$ cat src/rtl/gbn_pkg.sv
`default_nettype none
// ----------------------------------------------------------------------------
// gbn_pkg
// Shared types, codes and helpers of the go-back-n sender.
// ----------------------------------------------------------------------------
package gbn_pkg;

    // input function codes
    localparam logic [1:0] FUNC_SEND = 2'd0;
    localparam logic [1:0] FUNC_ACK  = 2'd1;
    localparam logic [1:0] FUNC_TICK = 2'd2;
    localparam logic [1:0] FUNC_RSVD = 2'd3;

    // result kind codes
    localparam logic [2:0] K_SENT        = 3'd0;
    localparam logic [2:0] K_RESENT      = 3'd1;
    localparam logic [2:0] K_REFUSED     = 3'd2;
    localparam logic [2:0] K_ACK_TAKEN   = 3'd3;
    localparam logic [2:0] K_ACK_IGNORED = 3'd4;

    // configuration register indexes
    localparam logic REG_WIN_LEN       = 1'b0;
    localparam logic REG_TIMEOUT_TICKS = 1'b1;

    localparam int unsigned APB_AW = 3;
    localparam int unsigned APB_DW = 32;

    localparam logic [3:0]  WIN_LEN_RST       = 4'd4;
    localparam logic [31:0] TIMEOUT_TICKS_RST = 32'd1000;

    // command queue depth, power of two
    localparam int unsigned Q_DEPTH = 2;

    typedef enum logic [1:0] {
        OP_SEND,
        OP_ACK,
        OP_TICK
    } t_op;

    typedef struct packed {
        t_op         op;
        logic [63:0] data;
        logic [7:0]  chk;
        logic [3:0]  ack;
    } t_cmd;

    typedef struct packed {
        logic [3:0]  win_len;
        logic [31:0] timeout_ticks;
    } t_cfg;

    typedef struct packed {
        logic [2:0]  kind;
        logic [3:0]  seq;
        logic [63:0] frame_data;
        logic [7:0]  checksum;
        logic [3:0]  window_base;
        logic        last;
    } t_rsp;

    typedef enum logic {
        BS_IDLE,
        BS_RESEND
    } t_bstate;

    function automatic logic [7:0] xor_bytes(input logic [63:0] v);
        logic [7:0] c;
        c = 8'd0;
        for (int i = 0; i < 8; i++) begin
            c = c ^ v[8*i +: 8];
        end
        return c;
    endfunction

endpackage
`default_nettype wire

$ cat src/rtl/gbn_in_if.sv
`default_nettype none
// ----------------------------------------------------------------------------
// gbn_in_if
// Input channel: one payload, acknowledgement or timer tick per transfer.
// ----------------------------------------------------------------------------
interface gbn_in_if;
    logic        valid;
    logic        ready;
    logic [1:0]  func;
    logic [63:0] payload;
    logic [3:0]  ack_seq;

    modport source (output valid, output func, output payload, output ack_seq,
                    input ready);
    modport sink   (input valid, input func, input payload, input ack_seq,
                    output ready);
endinterface
`default_nettype wire

$ cat src/rtl/gbn_out_if.sv
`default_nettype none
// ----------------------------------------------------------------------------
// gbn_out_if
// Result channel: one sent, resent, refused or acknowledgement report per transfer.
// ----------------------------------------------------------------------------
interface gbn_out_if;
    logic        valid;
    logic        ready;
    logic [2:0]  kind;
    logic [3:0]  seq;
    logic [63:0] frame_data;
    logic [7:0]  checksum;
    logic [3:0]  window_base;
    logic        last;

    modport source (output valid, output kind, output seq, output frame_data,
                    output checksum, output window_base, output last,
                    input ready);
    modport sink   (input valid, input kind, input seq, input frame_data,
                    input checksum, input window_base, input last,
                    output ready);
endinterface
`default_nettype wire

$ cat src/rtl/gbn_ram.sv
`default_nettype none
// ----------------------------------------------------------------------------
// gbn_ram
// Generic single-write, single-read memory with registered read data.
// ----------------------------------------------------------------------------
module gbn_ram #(
    parameter int unsigned WIDTH = 64,
    parameter int unsigned DEPTH = 8
) (
    input  wire  logic                                     i_clk,
    input  wire  logic                                     i_we,
    input  wire  logic [((DEPTH > 1) ? $clog2(DEPTH) : 1)-1:0] i_waddr,
    input  wire  logic [WIDTH-1:0]                         i_wdata,
    input  wire  logic                                     i_re,
    input  wire  logic [((DEPTH > 1) ? $clog2(DEPTH) : 1)-1:0] i_raddr,
    output logic [WIDTH-1:0]                               o_rdata
);

    logic [WIDTH-1:0] r_mem [DEPTH];
    logic [WIDTH-1:0] r_rdata;

    always_ff @(posedge i_clk) begin
        if (i_we) begin
            r_mem[i_waddr] <= i_wdata;
        end
        if (i_re) begin
            r_rdata <= r_mem[i_raddr];
        end
    end

    assign o_rdata = r_rdata;

endmodule
`default_nettype wire

$ cat src/rtl/gbn_cfg.sv
`default_nettype none
// ----------------------------------------------------------------------------
// gbn_cfg
// APB register file: window size and timeout limit.
// ----------------------------------------------------------------------------
module gbn_cfg
    import gbn_pkg::*;
(
    input  wire  logic              i_clk,
    input  wire  logic              i_rst_n,
    input  wire  logic              psel,
    input  wire  logic              penable,
    input  wire  logic              pwrite,
    input  wire  logic [APB_AW-1:0] paddr,
    input  wire  logic [APB_DW-1:0] pwdata,
    output logic [APB_DW-1:0]       prdata,
    output logic                    pready,
    output t_cfg                    o_cfg
);

    logic [3:0]  r_win_len;
    logic [31:0] r_timeout_ticks;
    logic        wr_en;

    assign pready = 1'b1;
    assign wr_en  = psel && penable && pwrite && pready;

    always_ff @(posedge i_clk) begin
        if (!i_rst_n) begin
            r_win_len       <= WIN_LEN_RST;
            r_timeout_ticks <= TIMEOUT_TICKS_RST;
        end else if (wr_en) begin
            case (paddr[2])
                REG_WIN_LEN:       r_win_len       <= pwdata[3:0];
                REG_TIMEOUT_TICKS: r_timeout_ticks <= pwdata;
                default: ;
            endcase
        end
    end

    always_comb begin
        case (paddr[2])
            REG_WIN_LEN:       prdata = {28'd0, r_win_len};
            REG_TIMEOUT_TICKS: prdata = r_timeout_ticks;
            default:           prdata = '0;
        endcase
    end

    assign o_cfg.win_len       = r_win_len;
    assign o_cfg.timeout_ticks = r_timeout_ticks;

endmodule
`default_nettype wire

$ cat src/rtl/gbn_front.sv
`default_nettype none
// ----------------------------------------------------------------------------
// gbn_front
// Accepts input transfers, decodes the function and prepares payload and checksum.
// ----------------------------------------------------------------------------
module gbn_front
    import gbn_pkg::*;
#(
    parameter int unsigned PAYLOAD_BYTES = 8
) (
    gbn_in_if.sink i_req,
    input  wire  logic i_full,
    output logic       o_push,
    output t_cmd       o_cmd
);

    localparam logic [63:0] PAY_MASK = {64{1'b1}} >> (64 - 8 * PAYLOAD_BYTES);

    logic [63:0] data;

    assign data        = i_req.payload & PAY_MASK;
    assign i_req.ready = !i_full;
    // reserved function is taken and dropped
    assign o_push      = i_req.valid && !i_full && (i_req.func != FUNC_RSVD);

    always_comb begin
        case (i_req.func)
            FUNC_SEND: o_cmd.op = OP_SEND;
            FUNC_ACK:  o_cmd.op = OP_ACK;
            FUNC_TICK: o_cmd.op = OP_TICK;
            default:   o_cmd.op = OP_TICK;
        endcase
        o_cmd.data = data;
        o_cmd.chk  = xor_bytes(data);
        o_cmd.ack  = i_req.ack_seq;
    end

endmodule
`default_nettype wire

$ cat src/rtl/gbn_fifo.sv
`default_nettype none
// ----------------------------------------------------------------------------
// gbn_fifo
// Short command queue between front and back.
// ----------------------------------------------------------------------------
module gbn_fifo
    import gbn_pkg::*;
(
    input  wire  logic i_clk,
    input  wire  logic i_rst_n,
    input  wire  logic i_push,
    input  wire  t_cmd i_cmd,
    input  wire  logic i_pop,
    output t_cmd       o_cmd,
    output logic       o_full,
    output logic       o_empty
);

    localparam int unsigned QAW = (Q_DEPTH > 1) ? $clog2(Q_DEPTH) : 1;

    t_cmd           r_mem [Q_DEPTH];
    logic [QAW-1:0] r_wp;
    logic [QAW-1:0] r_rp;
    logic [QAW:0]   r_cnt;
    logic           do_push;
    logic           do_pop;

    assign o_full  = (r_cnt == (QAW + 1)'(Q_DEPTH));
    assign o_empty = (r_cnt == '0);
    assign do_push = i_push && !o_full;
    assign do_pop  = i_pop && !o_empty;
    assign o_cmd   = r_mem[r_rp];

    always_ff @(posedge i_clk) begin
        if (!i_rst_n) begin
            r_wp  <= '0;
            r_rp  <= '0;
            r_cnt <= '0;
        end else begin
            if (do_push) begin
                r_wp <= r_wp + 1'b1;
            end
            if (do_pop) begin
                r_rp <= r_rp + 1'b1;
            end
            case ({do_push, do_pop})
                2'b10:   r_cnt <= r_cnt + 1'b1;
                2'b01:   r_cnt <= r_cnt - 1'b1;
                default: ;
            endcase
        end
    end

    always_ff @(posedge i_clk) begin
        if (do_push) begin
            r_mem[r_wp] <= i_cmd;
        end
    end

endmodule
`default_nettype wire

$ cat src/rtl/gbn_back.sv
`default_nettype none
// ----------------------------------------------------------------------------
// gbn_back
// Window state, frame store, timer and result register; walks the window on timeout.
// ----------------------------------------------------------------------------
module gbn_back
    import gbn_pkg::*;
#(
    parameter int unsigned WINDOW_MAX    = 8,
    parameter int unsigned SEQ_BITS      = 4,
    parameter int unsigned PAYLOAD_BYTES = 8
) (
    input  wire  logic  i_clk,
    input  wire  logic  i_rst_n,
    input  wire  t_cfg  i_cfg,
    input  wire  t_cmd  i_cmd,
    input  wire  logic  i_empty,
    output logic        o_pop,
    gbn_out_if.source   o_rsp
);

    localparam int unsigned SEQ_MOD = 1 << SEQ_BITS;
    localparam int unsigned WIN_CAP = (WINDOW_MAX < SEQ_MOD - 1) ? WINDOW_MAX : SEQ_MOD - 1;
    localparam int unsigned SW      = (WINDOW_MAX > 1) ? $clog2(WINDOW_MAX) : 1;
    localparam int unsigned EW      = (SEQ_BITS > 4) ? SEQ_BITS : 4;
    localparam int unsigned AW      = ((SW > SEQ_BITS) ? SW : SEQ_BITS) + 1;
    localparam int unsigned DW      = 8 * PAYLOAD_BYTES;

    typedef logic [SEQ_BITS-1:0] t_seq;
    typedef logic [SW-1:0]       t_slot;
    typedef logic [EW-1:0]       t_ew;
    typedef logic [AW-1:0]       t_aw;
    typedef logic [DW-1:0]       t_dw;

    function automatic t_slot slot_inc(input t_slot s);
        return (s == t_slot'(WINDOW_MAX - 1)) ? '0 : s + 1'b1;
    endfunction

    t_bstate     r_state, n_state;
    t_seq        r_base, n_base;
    t_seq        r_next, n_next;
    t_slot       r_base_slot, n_base_slot;
    t_slot       r_next_slot, n_next_slot;
    logic [31:0] r_idle, n_idle;
    t_slot       r_walk_slot, n_walk_slot;
    t_seq        r_walk_cnt, n_walk_cnt;
    logic        r_out_valid, n_out_valid;
    t_rsp        r_out, n_out;

    t_seq        outstanding;
    t_ew         win_raw;
    t_ew         eff_win;
    logic        win_full;
    t_seq        ack_a;
    t_seq        ack_off;
    logic        ack_hit;
    t_seq        ack_base;
    t_aw         slot_sum;
    t_slot       ack_slot;
    logic [31:0] limit;
    logic [31:0] idle_inc;
    logic        timeout_hit;
    logic        out_free;
    logic        walk_last;
    logic        ram_we;
    logic        ram_re;
    t_slot       ram_raddr;
    t_dw         ram_rdata;
    logic [63:0] rd_data;

    gbn_ram #(
        .WIDTH (DW),
        .DEPTH (WINDOW_MAX)
    ) u_store (
        .i_clk   (i_clk),
        .i_we    (ram_we),
        .i_waddr (r_next_slot),
        .i_wdata (t_dw'(i_cmd.data)),
        .i_re    (ram_re),
        .i_raddr (ram_raddr),
        .o_rdata (ram_rdata)
    );

    assign outstanding = r_next - r_base;
    assign win_raw     = t_ew'(i_cfg.win_len);
    assign eff_win     = (win_raw == '0) ? t_ew'(1) :
                         (win_raw > t_ew'(WIN_CAP)) ? t_ew'(WIN_CAP) : win_raw;
    assign win_full    = t_ew'(outstanding) >= eff_win;

    assign ack_a    = t_seq'(i_cmd.ack);
    assign ack_off  = ack_a - r_base;
    assign ack_hit  = ack_off < outstanding;
    assign ack_base = ack_a + 1'b1;
    // base slot moves by the number of frames acknowledged
    assign slot_sum = t_aw'(r_base_slot) + t_aw'(t_seq'(ack_off + 1'b1));
    assign ack_slot = (slot_sum >= t_aw'(WINDOW_MAX)) ? t_slot'(slot_sum - t_aw'(WINDOW_MAX))
                                                      : t_slot'(slot_sum);

    assign limit       = (i_cfg.timeout_ticks == '0) ? 32'd1 : i_cfg.timeout_ticks;
    assign idle_inc    = (r_idle == '1) ? r_idle : r_idle + 32'd1;
    assign timeout_hit = idle_inc >= limit;

    assign out_free  = !r_out_valid || o_rsp.ready;
    assign walk_last = t_seq'(r_walk_cnt + 1'b1) == outstanding;
    assign rd_data   = 64'(ram_rdata);

    always_ff @(posedge i_clk) begin
        if (!i_rst_n) begin
            r_state     <= BS_IDLE;
            r_base      <= '0;
            r_next      <= '0;
            r_base_slot <= '0;
            r_next_slot <= '0;
            r_idle      <= '0;
            r_walk_slot <= '0;
            r_walk_cnt  <= '0;
            r_out_valid <= 1'b0;
        end else begin
            r_state     <= n_state;
            r_base      <= n_base;
            r_next      <= n_next;
            r_base_slot <= n_base_slot;
            r_next_slot <= n_next_slot;
            r_idle      <= n_idle;
            r_walk_slot <= n_walk_slot;
            r_walk_cnt  <= n_walk_cnt;
            r_out_valid <= n_out_valid;
        end
    end

    always_ff @(posedge i_clk) begin
        r_out <= n_out;
    end

    always_comb begin
        n_state     = r_state;
        n_base      = r_base;
        n_next      = r_next;
        n_base_slot = r_base_slot;
        n_next_slot = r_next_slot;
        n_idle      = r_idle;
        n_walk_slot = r_walk_slot;
        n_walk_cnt  = r_walk_cnt;
        n_out_valid = r_out_valid && !o_rsp.ready;
        n_out       = r_out;
        o_pop       = 1'b0;
        ram_we      = 1'b0;
        ram_re      = 1'b0;
        ram_raddr   = r_base_slot;

        case (r_state)
            BS_IDLE: begin
                if (!i_empty && out_free) begin
                    o_pop            = 1'b1;
                    n_out.seq        = '0;
                    n_out.frame_data = '0;
                    n_out.checksum   = '0;
                    n_out.window_base = 4'(r_base);
                    n_out.last       = 1'b1;
                    case (i_cmd.op)
                        OP_SEND: begin
                            n_out_valid = 1'b1;
                            if (win_full) begin
                                n_out.kind = K_REFUSED;
                            end else begin
                                ram_we           = 1'b1;
                                n_next           = r_next + 1'b1;
                                n_next_slot      = slot_inc(r_next_slot);
                                n_out.kind       = K_SENT;
                                n_out.seq        = 4'(r_next);
                                n_out.frame_data = i_cmd.data;
                                n_out.checksum   = i_cmd.chk;
                                if (outstanding == '0) begin
                                    n_idle = '0;
                                end
                            end
                        end
                        OP_ACK: begin
                            n_out_valid = 1'b1;
                            if (ack_hit) begin
                                n_base            = ack_base;
                                n_base_slot       = ack_slot;
                                n_idle            = '0;
                                n_out.kind        = K_ACK_TAKEN;
                                n_out.window_base = 4'(ack_base);
                            end else begin
                                n_out.kind = K_ACK_IGNORED;
                            end
                        end
                        OP_TICK: begin
                            if (outstanding == '0) begin
                                n_idle = '0;
                            end else if (timeout_hit) begin
                                n_idle      = '0;
                                ram_re      = 1'b1;
                                ram_raddr   = r_base_slot;
                                n_walk_slot = r_base_slot;
                                n_walk_cnt  = '0;
                                n_state     = BS_RESEND;
                            end else begin
                                n_idle = idle_inc;
                            end
                        end
                        default: ;
                    endcase
                end
            end
            BS_RESEND: begin
                if (out_free) begin
                    n_out_valid       = 1'b1;
                    n_out.kind        = K_RESENT;
                    n_out.seq         = 4'(t_seq'(r_base + r_walk_cnt));
                    n_out.frame_data  = rd_data;
                    n_out.checksum    = xor_bytes(rd_data);
                    n_out.window_base = 4'(r_base);
                    n_out.last        = walk_last;
                    if (walk_last) begin
                        n_state = BS_IDLE;
                    end else begin
                        // fetch the next frame while this one goes out
                        ram_re      = 1'b1;
                        ram_raddr   = slot_inc(r_walk_slot);
                        n_walk_slot = slot_inc(r_walk_slot);
                        n_walk_cnt  = r_walk_cnt + 1'b1;
                    end
                end
            end
            default: n_state = BS_IDLE;
        endcase
    end

    assign o_rsp.valid       = r_out_valid;
    assign o_rsp.kind        = r_out.kind;
    assign o_rsp.seq         = r_out.seq;
    assign o_rsp.frame_data  = r_out.frame_data;
    assign o_rsp.checksum    = r_out.checksum;
    assign o_rsp.window_base = r_out.window_base;
    assign o_rsp.last        = r_out.last;

endmodule
`default_nettype wire

$ cat src/rtl/go_back_n_sender_top.sv
`default_nettype none
// ----------------------------------------------------------------------------
// go_back_n_sender_top
// Go-back-n sender: sends, acknowledges and resends frames of a sliding window.
// ----------------------------------------------------------------------------
// Items enter through a two-entry command queue; the back end then takes one
// queued item per cycle when its result register is free and no resend runs;
// a send or an ACK gives a result, a tick without timeout none. A timeout
// resends the outstanding frames from the base onward, one frame per cycle
// while the result register is free, out of the frame store's single
// registered read port; the first read starts as the timeout is taken. No
// clearing pass is needed after reset.
module go_back_n_sender_top
    import gbn_pkg::*;
#(
    parameter int unsigned WINDOW_MAX    = 8,
    parameter int unsigned SEQ_BITS      = 4,
    parameter int unsigned PAYLOAD_BYTES = 8
) (
    input  wire  logic              i_clk,
    input  wire  logic              i_rst_n,
    gbn_in_if.sink                  i_req,
    gbn_out_if.source               o_rsp,
    input  wire  logic              psel,
    input  wire  logic              penable,
    input  wire  logic              pwrite,
    input  wire  logic [APB_AW-1:0] paddr,
    input  wire  logic [APB_DW-1:0] pwdata,
    output logic [APB_DW-1:0]       prdata,
    output logic                    pready
);

    t_cfg cfg;
    t_cmd push_cmd;
    t_cmd pop_cmd;
    logic push;
    logic pop;
    logic q_full;
    logic q_empty;

    gbn_cfg u_cfg (
        .i_clk   (i_clk),
        .i_rst_n (i_rst_n),
        .psel    (psel),
        .penable (penable),
        .pwrite  (pwrite),
        .paddr   (paddr),
        .pwdata  (pwdata),
        .prdata  (prdata),
        .pready  (pready),
        .o_cfg   (cfg)
    );

    gbn_front #(
        .PAYLOAD_BYTES (PAYLOAD_BYTES)
    ) u_front (
        .i_req  (i_req),
        .i_full (q_full),
        .o_push (push),
        .o_cmd  (push_cmd)
    );

    gbn_fifo u_fifo (
        .i_clk   (i_clk),
        .i_rst_n (i_rst_n),
        .i_push  (push),
        .i_cmd   (push_cmd),
        .i_pop   (pop),
        .o_cmd   (pop_cmd),
        .o_full  (q_full),
        .o_empty (q_empty)
    );

    gbn_back #(
        .WINDOW_MAX    (WINDOW_MAX),
        .SEQ_BITS      (SEQ_BITS),
        .PAYLOAD_BYTES (PAYLOAD_BYTES)
    ) u_back (
        .i_clk   (i_clk),
        .i_rst_n (i_rst_n),
        .i_cfg   (cfg),
        .i_cmd   (pop_cmd),
        .i_empty (q_empty),
        .o_pop   (pop),
        .o_rsp   (o_rsp)
    );

    a_kind_legal: assert property (@(posedge i_clk) disable iff (!i_rst_n)
        o_rsp.valid |-> (o_rsp.kind <= K_ACK_IGNORED))
        else $error("result kind out of range");

    a_no_frame_fields: assert property (@(posedge i_clk) disable iff (!i_rst_n)
        o_rsp.valid && (o_rsp.kind == K_REFUSED || o_rsp.kind == K_ACK_TAKEN ||
                        o_rsp.kind == K_ACK_IGNORED)
        |-> (o_rsp.seq == '0 && o_rsp.frame_data == '0 && o_rsp.checksum == '0))
        else $error("frame fields set on a report without a frame");

    a_checksum: assert property (@(posedge i_clk) disable iff (!i_rst_n)
        o_rsp.valid |-> (o_rsp.checksum == xor_bytes(o_rsp.frame_data)))
        else $error("checksum does not match frame data");

    a_resend_burst: assert property (@(posedge i_clk) disable iff (!i_rst_n)
        o_rsp.valid && o_rsp.ready && o_rsp.kind == K_RESENT && !o_rsp.last
        |=> o_rsp.valid && o_rsp.kind == K_RESENT && $stable(o_rsp.window_base))
        else $error("resend burst broken");

endmodule
`default_nettype wire

$ cat src/flat_wrapper.sv
// flat-port wrapper written by rule: the top's interface ports become plain ports
module go_back_n_sender_top_flat import gbn_pkg::*;
#(
    parameter int unsigned WINDOW_MAX    = 8,
    parameter int unsigned SEQ_BITS      = 4,
    parameter int unsigned PAYLOAD_BYTES = 8
)
  (i_clk, i_rst_n, psel, penable, pwrite, paddr, pwdata, prdata, pready, i_req_valid, i_req_func, i_req_payload, i_req_ack_seq, i_req_ready, o_rsp_valid, o_rsp_kind, o_rsp_seq, o_rsp_frame_data, o_rsp_checksum, o_rsp_window_base, o_rsp_last, o_rsp_ready);
  gbn_in_if i_req_i ();
  gbn_out_if o_rsp_i ();
  input  wire  logic i_clk;
  input  wire  logic i_rst_n;
  input  wire  logic psel;
  input  wire  logic penable;
  input  wire  logic pwrite;
  input  wire  logic [APB_AW-1:0] paddr;
  input  wire  logic [APB_DW-1:0] pwdata;
  output logic [APB_DW-1:0] prdata;
  output logic pready;
  input wire logic [$bits(i_req_i.valid)-1:0] i_req_valid;
  input wire logic [$bits(i_req_i.func)-1:0] i_req_func;
  input wire logic [$bits(i_req_i.payload)-1:0] i_req_payload;
  input wire logic [$bits(i_req_i.ack_seq)-1:0] i_req_ack_seq;
  output wire logic [$bits(i_req_i.ready)-1:0] i_req_ready;
  output wire logic [$bits(o_rsp_i.valid)-1:0] o_rsp_valid;
  output wire logic [$bits(o_rsp_i.kind)-1:0] o_rsp_kind;
  output wire logic [$bits(o_rsp_i.seq)-1:0] o_rsp_seq;
  output wire logic [$bits(o_rsp_i.frame_data)-1:0] o_rsp_frame_data;
  output wire logic [$bits(o_rsp_i.checksum)-1:0] o_rsp_checksum;
  output wire logic [$bits(o_rsp_i.window_base)-1:0] o_rsp_window_base;
  output wire logic [$bits(o_rsp_i.last)-1:0] o_rsp_last;
  input wire logic [$bits(o_rsp_i.ready)-1:0] o_rsp_ready;
  assign i_req_i.valid = i_req_valid;
  assign i_req_i.func = i_req_func;
  assign i_req_i.payload = i_req_payload;
  assign i_req_i.ack_seq = i_req_ack_seq;
  assign i_req_ready = i_req_i.ready;
  assign o_rsp_valid = o_rsp_i.valid;
  assign o_rsp_kind = o_rsp_i.kind;
  assign o_rsp_seq = o_rsp_i.seq;
  assign o_rsp_frame_data = o_rsp_i.frame_data;
  assign o_rsp_checksum = o_rsp_i.checksum;
  assign o_rsp_window_base = o_rsp_i.window_base;
  assign o_rsp_last = o_rsp_i.last;
  assign o_rsp_i.ready = o_rsp_ready;
  go_back_n_sender_top #(.WINDOW_MAX(WINDOW_MAX), .SEQ_BITS(SEQ_BITS), .PAYLOAD_BYTES(PAYLOAD_BYTES)) u_core (.i_clk(i_clk), .i_rst_n(i_rst_n), .i_req(i_req_i), .o_rsp(o_rsp_i), .psel(psel), .penable(penable), .pwrite(pwrite), .paddr(paddr), .pwdata(pwdata), .prdata(prdata), .pready(pready));
endmodule
$ cat config.mk
export PLATFORM = sky130hd
export DESIGN_NAME = go_back_n_sender_top_flat
export DESIGN_NICKNAME = d
export VERILOG_FILES = /design/src/rtl/gbn_pkg.sv /design/src/rtl/gbn_in_if.sv /design/src/rtl/gbn_out_if.sv /design/src/rtl/gbn_ram.sv /design/src/rtl/gbn_cfg.sv /design/src/rtl/gbn_front.sv /design/src/rtl/gbn_fifo.sv /design/src/rtl/gbn_back.sv /design/src/rtl/go_back_n_sender_top.sv /design/src/flat_wrapper.sv
export SDC_FILE = /design/constraint.sdc
export NUM_CORES = 1
export LEC_CHECK = 0
export BUFFER_PORTS_ARGS = -buffer_cell sky130_fd_sc_hd__buf_2
export CORE_MARGIN = 5
export CORE_UTILIZATION = 40
export DETAILED_ROUTE_END_ITERATION = 6
export GPL_ROUTABILITY_DRIVEN = 0
export PLACE_DENSITY = 0.67
export SKIP_CTS_REPAIR_TIMING = 1
export SLEW_MARGIN = 10
export SYNTH_ARGS = -nofsm -noshare
export SYNTH_HDL_FRONTEND = slang
export SYNTH_SLANG_ARGS = --single-unit
$ cat constraint.sdc
create_clock -name i_clk -period 11.8 [get_ports i_clk]
set_clock_uncertainty 0.2 [all_clocks]
set_input_delay 3.54 -clock i_clk [delete_from_list [all_inputs] [get_ports i_clk]]
set_output_delay 3.54 -clock i_clk [all_outputs]
set_load 0.1 [all_outputs]
==> results of run 1 <==
## registers in the layout, summed over array words and instances (netlist names), 8 cells and up, named ones only
register and flops:
u_core.u_back.o_rsp.frame_data 64, u_core.u_back.u_store.o_rdata 64, u_core.u_cfg.r_timeout_ticks 32, u_core.u_fifo.r_mem 156, u_core.u_back.o_rsp.checksum 8, u_core.u_back.r_idle 32
u_core.u_back.u_store.r_mem 512
## worst max path at each step
stage,startpoint,end,cells past startpoint
3_5_place_dp,paddr[2],prdata[1],3
3_3_place_gp,paddr[2],prdata[1],3
5_1_grt,paddr[2],prdata[1],3
2_1_floorplan,paddr[2],prdata[3],3
6_report,paddr[2],prdata[1],3
4_1_cts,paddr[2],prdata[1],3
## layout make-up
cell class / instances / area, um2
timing repair buffer: 258 / 1380
clock inverter: 49 / 389
sequential: 912 / 26400
fill: 8089 / 51100
tap: 1265 / 1580
antenna: 5 / 12.5
multi-input combinational: 1330 / 10900
clock buffer: 125 / 2570
inverter: 65 / 244
## report_power, final
| part | switching [mW] | internal (mW) | total (mW) |
|---|---|---|---|
| clock | 1.22 | 1.62 | 2.85 |
| sequential | 0.120 | 4.05 | 4.17 |
| combinational | 1.92 | 0.565 | 2.48 |
| total | 3.26 | 6.24 | 9.50 |
## stage by stage
step                cells  instance area, um2  power (mW)  setup slack [ps]  utilization
floorplan            2431               37900        6.04              2060            -
global placement     3830               40500        6.65              3470        0.428
CTS                  4004               43500        9.56              3430        0.459
detailed placement   3830               40500        6.71              3440        0.428
global route         4005               43500        9.84              3380        0.459
finish               4009               43500        9.50              3430        0.460
## tightest hold or removal path, cell delays in order (launching register included)
cell and delay (ps):
dfxtp_1 330, nand2_1 60, a21oi_1 60
## cells by family after synthesis
| group | share of synthesized area |
|---|---|
| other | 0.0000989 |
| AO/OA/AOI/OAI | 0.0640 |
| buffers and inverters | 0.0205 |
| XOR/XNOR | 0.0398 |
| adder cells (fa/ha/maj) | 0.0216 |
| multiplexers | 0.107 |
| flip-flops | 0.697 |
| AND/OR/NAND/NOR | 0.0502 |
## per-layer routing
metal,track usage,vias up,part of all wire
met3,0.0429,171,0.081
met1,0.240,11100,0.40
met4,0.0565,10,0.030
met2,0.313,940,0.48
met5,0,-,0.00075
li1,-,9802,-
## cell usage in the layout, fill, tap and decap left out, types with 18 or more instances in the layout
master / instances
edfxtp_1: 816
mux2_2: 320
buf_2: 227
xnor2_1: 146
o22ai_1: 139
nor2_1: 116
nand2_1: 101
clkbuf_16: 97
dfxtp_1: 94
a32o_1: 66
inv_1: 64
ha_1: 59
a21oi_1: 47
mux2i_1: 36
and2_1: 31
buf_4: 30
nand3_1: 28
nand4_1: 27
clkinv_1: 23
xor2_1: 22
clkbuf_1: 22
a21o_1: 18
==> flow_summary.yaml, run 1 <==
synth:
  async_flop_share: 0
  yosysSeqAreaShare: 0.697
  synthCells: 2431
  yosysMostFrequentCell: "edfxtp_1"
  synth.avg_cell_area_um2: 15.6
  yosys_most_used_dff: "edfxtp_1"
  yosysTopAreaCell: "edfxtp_1"
  synth_fp_nets: 2606
  ys_types: 67
  yosys-top-cells-count: "816 x edfxtp_1, 320 x mux2_2, 146 x xnor2_1"
  ys_ff_latch: 912
  yosysTopAreaCellShare: 0.646
  netlist_top_cells_area: "edfxtp_1 65%, mux2_2 9.5%, dfxtp_1 5.1%, xnor2_1 3.4%, o22ai_1 2.3%"
  syn_area_um2: 37900
  synth_edf_count: 816
  yosys_warnings: 0
timing:
  tightestPinTransition_ps: 1170
  fmax_ghz: 0.119
  fin_setup_tns_ps: 0
  max_slew_margin: 0.220
  hold_viol: 0
  setup_viol: 0
  drv_slew: 0
  period_needed_ps: 8370
  period_share: 0.709
  hold_ws_ps: 298
  rsz0062_at_grt: "false"
critical_path:
  regToRegStartpoint: "u_core.u_back.r_base[1]$_SDFFE_PN0P_"
  worst-path-max-fanout: 36
  ff2ff_setup_slack_ps: 5930
  r2r_cells: 12
  cp-start-kind: "primary input"
  crit_path_cell_trace: "buf_2 > mux2_2 > buf_2"
  r2r-end: "u_core.u_back.u_store.o_rdata[36]$_DFFE_PP_"
  crit_top_cell: "buf_2"
  cp.required_ps: 8060
  criticalPathCategory: "in -> out"
  slowest_delay_ps: 410
  cpLargestDelayFamily: "buffers and inverters"
  crit_buf_inv: 2
  crit_slowest_cell: "mux2_2"
  critical_path_arrival_ps: 4630
  end_kind: "primary output"
clock_tree:
  cts_tree: "built"
  htreeDepth: 3
  clock_sinks: 912
  clkTransAtPathRegs_ps: 60
  clockRootBuffer: "clkbuf_16"
  clock_path_buffers: 3
  cts_buffers: 93
  clock_latency_ps: 660
floorplanning:
  dieArea_um2: 101000
  die_w_um: 318
  initial_core_util: 0.401
  core_um2: 94600
  ios: 231
  rows: 113
  dieHeight_um: 318
route:
  wl_per_cell_um: 24.3
  detail_route.first_pass.iterations: 5
  dr.first_iter.drc_count: 1981
  antenna_left: 0
  wl_um: 97400
  viasPerCell: 5.50
  vias: 22100
  drc: 0
power_and_ir_drop:
  peakVddDrop_mv: 0.284
  power_density_nw_per_um2: 219
  p_leak_nw: 14.7
global_routing:
  grt_pass1_wl_um: 143000
  grtUsageTotal: 0.186
  antenna_found_initial: 14
  grt_pass1_vias: 22500
  grt_max_degree: 185
  overflow: 0
final_layout:
  finalNetCount: 2835
  drive_gt1_frac: 0.271
  area_delta_synth_final_pct: 14.7
min_path:
  min_path_cells: 2
  min_path_type: "reg -> reg"
  holdPathEnd: "u_core.u_cfg.r_timeout_ticks[17]$_SDFFE_PN0P_"
  hold_start: "u_core.u_cfg.r_timeout_ticks[17]$_SDFFE_PN0P_"
job:
  maxCapViolCount: 0
status:
  status: "completed"
placement:
  io_buffer_count: 227
  dpl.hpwl_um: 57500
Note: power is estimated with default switching activity, not from simulation.
==> inputs of run 2 (changes only) <==
--- a/config.mk
+++ b/config.mk
@@ -10,7 +10,7 @@
 export CORE_UTILIZATION = 40
 export DETAILED_ROUTE_END_ITERATION = 6
 export GPL_ROUTABILITY_DRIVEN = 0
-export PLACE_DENSITY = 0.67
+export PLACE_DENSITY = 0.69
 export SKIP_CTS_REPAIR_TIMING = 1
 export SLEW_MARGIN = 10
 export SYNTH_ARGS = -nofsm -noshare
==> constraint.sdc (replaced) <==
create_clock -name i_clk -period 7.5 [get_ports i_clk]
set_clock_uncertainty 0.2 [all_clocks]
set_input_delay 2.25 -clock i_clk [delete_from_list [all_inputs] [get_ports i_clk]]
set_output_delay 2.25 -clock i_clk [all_outputs]
set_load 0.1 [all_outputs]
==> run 2 against run 1 <==
First-iteration DRC count decreased by 5.2%. Routed wire length decreased by 0.87%. Count of clock-buffer cells in the layout decreased by 10. Power increased by 58%. Critical path depth increased by 14. Via count increased by 0.11%. Clock power increased by 59%. Non-clock buffer count increased by 11. Highest routed layer unchanged.
==> flow_summary.yaml, run 2 (same netlist as run 1, synthesis figures left out) <==
status:
  status: "completed"
final_layout:
  fin_area_um2: 43600
  finalCoreUtilization: 0.461
  area_delta_synth_final_pct: 15.1
  drive_gt1_frac: 0.276
  largest_reg_flops: 512
  final_cell_mix: "816 x edfxtp_1, 320 x mux2_2, 227 x buf_2, 146 x xnor2_1, 139 x o22ai_1"
  mostFrequentLayoutCell: "edfxtp_1"
  finalNetCount: 2847
  top_register: "u_core.u_back.u_store.r_mem"
  final_cells: 4011
  top_regs: "u_core.u_back.u_store.r_mem x512, u_core.u_fifo.r_mem x156"
clock_tree:
  clock_latency_ps: 670
  cts_tree: "built"
  clock_sinks: 912
  clkTransAtPathRegs_ps: 60
  clockRootBuffer: "clkbuf_16"
  htreeDepth: 3
  cts_buffers: 94
  clock_path_buffers: 3
timing:
  period_share: 0.772
  rsz0062_at_grt: "false"
  fin_setup_tns_ps: 0
  period_needed_ps: 5790
  tightestPinTransition_ps: 1170
  setup_viol: 0
  hold_viol: 0
  fmax_ghz: 0.173
  drv_slew: 0
  max_slew_margin: 0.220
power_and_ir_drop:
  p_int_mw: 9.85
  p_switching_mw: 5.15
  power_density_nw_per_um2: 344
  swShare: 0.343
  pwr-share-seq: 0.436
  peakVddDrop_mv: 0.343
  clkPwrFrac: 0.303
  pwr-share-comb: 0.261
  p_leak_nw: 14.7
  finalPower_mw: 15.0
global_routing:
  grt_pass1_vias: 22700
  antenna_found_initial: 11
  overflow: 0
  grt_pass1_wl_um: 143000
  grt_max_degree: 125
  grtUsageTotal: 0.184
placement:
  dp.cells: 3841
  io_buffer_count: 227
  place_area_um2: 40600
  dpl.hpwl_um: 59100
critical_path:
  slowest_delay_ps: 760
  crit_slowest_cell: "nand2_4"
  worst-path-max-fanout: 52
  ff2ff_setup_slack_ps: 1710
  crit_top_cell: "nand4_1"
  cp-start-kind: "flip-flop"
  end_kind: "flip-flop"
  critical_path_arrival_ps: 5900
  criticalPathCategory: "reg -> reg"
  crit_path_cell_trace: "nand4_1 > nor2_1 > nand4_2 > and4_1 > and3b_1 > nand4_1 > xnor2_1 > ha_1 > nand4_1 > nor3_1 > nand3_1 > nor2_1 > o41ai_1 > buf_4 > a21o_1 > nand2_4 > buf_4"
  cp.required_ps: 7620
route:
  antenna_left: 0
  wl_per_cell_um: 24.1
  drc: 0
  viasPerCell: 5.51
  detail_route.first_pass.iterations: 5
  dr.first_iter.drc_count: 1878
  vias: 22100
  wl_um: 96500
floorplanning:
  dieHeight_um: 318
  rows: 113
  dieArea_um2: 101000
  die_w_um: 318
  ios: 231
  core_um2: 94600
  initial_core_util: 0.401
job:
  maxCapViolCount: 0
min_path:
  min_path_type: "reg -> reg"
run 2: cell types whose count changed in the layout (fill, tap and decap cells not counted), moves of 3 or more:
cell / previous run / this run
clkbuf_8: 4 / 1
bufinv_16: 4 / 7
clkinv_2: 15 / 10
clkbuf_1: 22 / 19
buf_12: 1 / 4
buf_4: 30 / 38
clkinv_1: 23 / 17
clkinvlp_4: 1 / 9
run 2: per-stage QoR:
| step | setup WS [ps] | hold slack (ps) |
|---|---|---|
| after floorplan | 337 | 256 |
| after global placement | 1760 | 286 |
| after detailed placement | 1720 | 297 |
| after CTS | 1720 | 301 |
| after global routing | 1450 | 331 |
| final | 1710 | 305 |
run 2: worst paths after layout:
| check | from | endpoint | depth (start not counted) |
|---|---|---|---|
| worst min register to register | u_core.u_cfg.r_timeout_ticks[2]$_SDFFE_PN0P_ | u_core.u_cfg.r_timeout_ticks[2]$_SDFFE_PN0P_ | 2 |
| worst max-delay path | u_core.u_back.r_idle[20]$_SDFFE_PN0P_ | u_core.u_back.u_store.o_rdata[29]$_DFFE_PP_ | 17 |
| worst min-delay path | u_core.u_cfg.r_timeout_ticks[2]$_SDFFE_PN0P_ | u_core.u_cfg.r_timeout_ticks[2]$_SDFFE_PN0P_ | 2 |
| worst max register to register | u_core.u_back.r_idle[20]$_SDFFE_PN0P_ | u_core.u_back.u_store.o_rdata[29]$_DFFE_PP_ | 17 |
run 2: routing by layer:
metal / up-vias / part of all wire / global-route usage / routed length, um
li1: 9827 / - / - / -
met1: 11200 / 0.41 / 0.239 / 39600
met2: 863 / 0.49 / 0.314 / 47200
met3: 157 / 0.073 / 0.0358 / 7040
met4: 6 / 0.027 / 0.0584 / 2580
met5: - / 0.00034 / 0 / 33
run 2: power groups by stage:
stage	clock network, mW	registers, mW	logic (mW)
floorplan	0	7.93	1.57
global placement	0	6.63	3.82
detailed placement	0	6.65	3.89
CTS	4.62	6.55	3.91
global route	4.83	6.57	4.09
finish	4.54	6.54	3.92
run 2: critical path: cells and delay by family (launching register included):
kind | cells | cell delay (ps)
simple gates | 11 | 3330
buf+inv | 2 | 660
flops | 1 | 450
compound gates | 2 | 350
fa+ha+maj | 1 | 300
xor+xnor | 1 | 100
run 2: layout make-up:
type,count,area (um2)
Fill cell,8043,50900
Sequential cell,912,26400
Antenna cell,3,7.51
Inverter,65,244
Clock inverter,52,539
Tap cell,1265,1580
Clock buffer,115,2460
Timing Repair Buffer,269,1500
Multi-Input combinational cell,1330,10900
==> inputs of run 3 (changes only) <==
==> constraint.sdc (replaced) <==
create_clock -name i_clk -period 5.2 [get_ports i_clk]
set_clock_uncertainty 0.2 [all_clocks]
set_input_delay 1.56 -clock i_clk [delete_from_list [all_inputs] [get_ports i_clk]]
set_output_delay 1.56 -clock i_clk [all_outputs]
set_load 0.1 [all_outputs]
==> run 3 against run 2 <==
Design area grew 1.1%. Flip-flop and latch count is the same. Sequential power grew 44%. Count of clock-buffer cells in the layout grew 3. Highest routed layer unchanged. Core utilization grew 0.50 points. Critical path depth is the same. Register-to-register slack lost 1300 ps. Non-clock buffer count grew 20. Combinational power grew 47%.
==> flow_summary.yaml, run 3 (same netlist as run 1, synthesis figures left out) <==
final_layout:
  final_cell_mix: "816 x edfxtp_1, 320 x mux2_2, 227 x buf_2, 146 x xnor2_1, 139 x o22ai_1"
  fin_area_um2: 44100
  largest_reg_flops: 512
  drive_gt1_frac: 0.279
  area_delta_synth_final_pct: 16.4
  top_regs: "u_core.u_back.u_store.r_mem x512, u_core.u_fifo.r_mem x156"
  mostFrequentLayoutCell: "edfxtp_1"
  finalNetCount: 2867
  top_register: "u_core.u_back.u_store.r_mem"
clock_tree:
  clock_sinks: 912
  clock_latency_ps: 670
  htreeDepth: 3
  clockRootBuffer: "clkbuf_16"
  cts_tree: "built"
  clock_path_buffers: 3
  clkTransAtPathRegs_ps: 60
  cts_buffers: 94
route:
  wl_per_cell_um: 23.8
  wl_um: 96000
  drc: 0
  viasPerCell: 5.47
  detail_route.first_pass.iterations: 5
  antenna_left: 0
  vias: 22100
  dr.first_iter.drc_count: 2302
placement:
  io_buffer_count: 227
  pre_cts_ws_ps: 538
  dpl.hpwl_um: 58000
  place_area_um2: 41100
floorplanning:
  rows: 113
  initial_core_util: 0.401
  dieArea_um2: 101000
  ios: 231
  die_w_um: 318
  dieHeight_um: 318
  core_um2: 94600
min_path:
  min_path_cells: 2
  min_path_type: "reg -> reg"
job:
  maxCapViolCount: 0
critical_path:
  worst-path-max-fanout: 27
  criticalPathCategory: "reg -> reg"
  cp-start-kind: "flip-flop"
  critical_path_arrival_ps: 4920
  end_kind: "flip-flop"
  r2r_cells: 17
  cp.required_ps: 5330
timing:
  tightestPinTransition_ps: 1060
  setup_slack_ps: 407
  fmax_ghz: 0.209
  rsz0062_at_grt: "false"
  period_needed_ps: 4790
  max_slew_margin: 0.294
  drv_slew: 0
  period_share: 0.922
  setup_viol: 0
  fin_setup_tns_ps: 0
  hold_ws_ps: 299
  hold_viol: 0
power_and_ir_drop:
  p_leak_nw: 14.9
  peakVddDrop_mv: 0.505
  finalPower_mw: 21.7
  power_density_nw_per_um2: 493
global_routing:
  grt_pass1_wl_um: 142000
  grt_pass1_vias: 22500
  grtUsageTotal: 0.183
  overflow: 0
  antenna_found_initial: 10
  grt_max_degree: 66
status:
  status: "completed"
[run 3: cell type report]
cell class	instances	area, um2
Timing Repair Buffer	289	1930
Clock inverter	56	549
Sequential cell	912	26400
Inverter	65	244
Tap cell	1265	1580
Multi-Input combinational cell	1330	10900
Antenna cell	6	15.0
Clock buffer	118	2500
Fill cell	7923	50500
[run 3: path summary, 6_finish.rpt]
| kind | startpoint | slack [ps] | end |
|---|---|---|---|
| setup / recovery | u_core.u_back.r_idle[20]$_SDFFE_PN0P_ | 410 | u_core.u_back.u_store.o_rdata[49]$_DFFE_PP_ |
| hold / removal | u_core.u_cfg.r_timeout_ticks[22]$_SDFFE_PN0P_ | 300 | u_core.u_cfg.r_timeout_ticks[22]$_SDFFE_PN0P_ |
| setup reg to reg | u_core.u_back.r_idle[20]$_SDFFE_PN0P_ | 410 | u_core.u_back.u_store.o_rdata[49]$_DFFE_PP_ |
| hold reg to reg | u_core.u_cfg.r_timeout_ticks[22]$_SDFFE_PN0P_ | 300 | u_core.u_cfg.r_timeout_ticks[22]$_SDFFE_PN0P_ |
[run 3: worst max-delay path, cell delays in order, from the launching register on]
cell and delay [ps]:
dfxtp_1 450, nand4_1 250, nor2_1 420, nand4_2 150, and4_1 310, and3b_1 270
nand4_1 170, xnor2_1 90, ha_1 310, nand4_1 140, nor3_1 300, nand3_1 180
nor2_1 130, o41ai_1 90, buf_4 170, a21o_1 240, nand2_4 280, buf_12 270
[run 3: layer usage]
metal  GRT usage  vias up  share of wire  routed length [um]
met5           0        -        0.00024                  23
met4      0.0434        4          0.023                2180
met3      0.0448      142          0.089                8550
met2       0.308     1029           0.48               46300
met1       0.242    11100           0.41               39000
li1            -     9869              -                   -
[run 3: stage by stage]
| stage | instances | utilization |
|---|---|---|
| 2_1_floorplan | 2431 | - |
| 6_report | 4041 | 0.466 |
| 5_1_grt | 4035 | 0.466 |
| 4_1_cts | 4035 | 0.466 |
| 3_3_place_gp | 3861 | 0.434 |
| 3_5_place_dp | 3861 | 0.434 |
[run 3: where the power goes]
part | leakage [nW] | switching [mW] | internal (mW) | total, mW
logic | 5.25 | 4.39 | 1.38 | 5.77
registers | 8.22 | 0.225 | 9.18 | 9.40
clock network | 1.47 | 2.79 | 3.78 | 6.57
total | 14.9 | 7.40 | 14.3 | 21.7
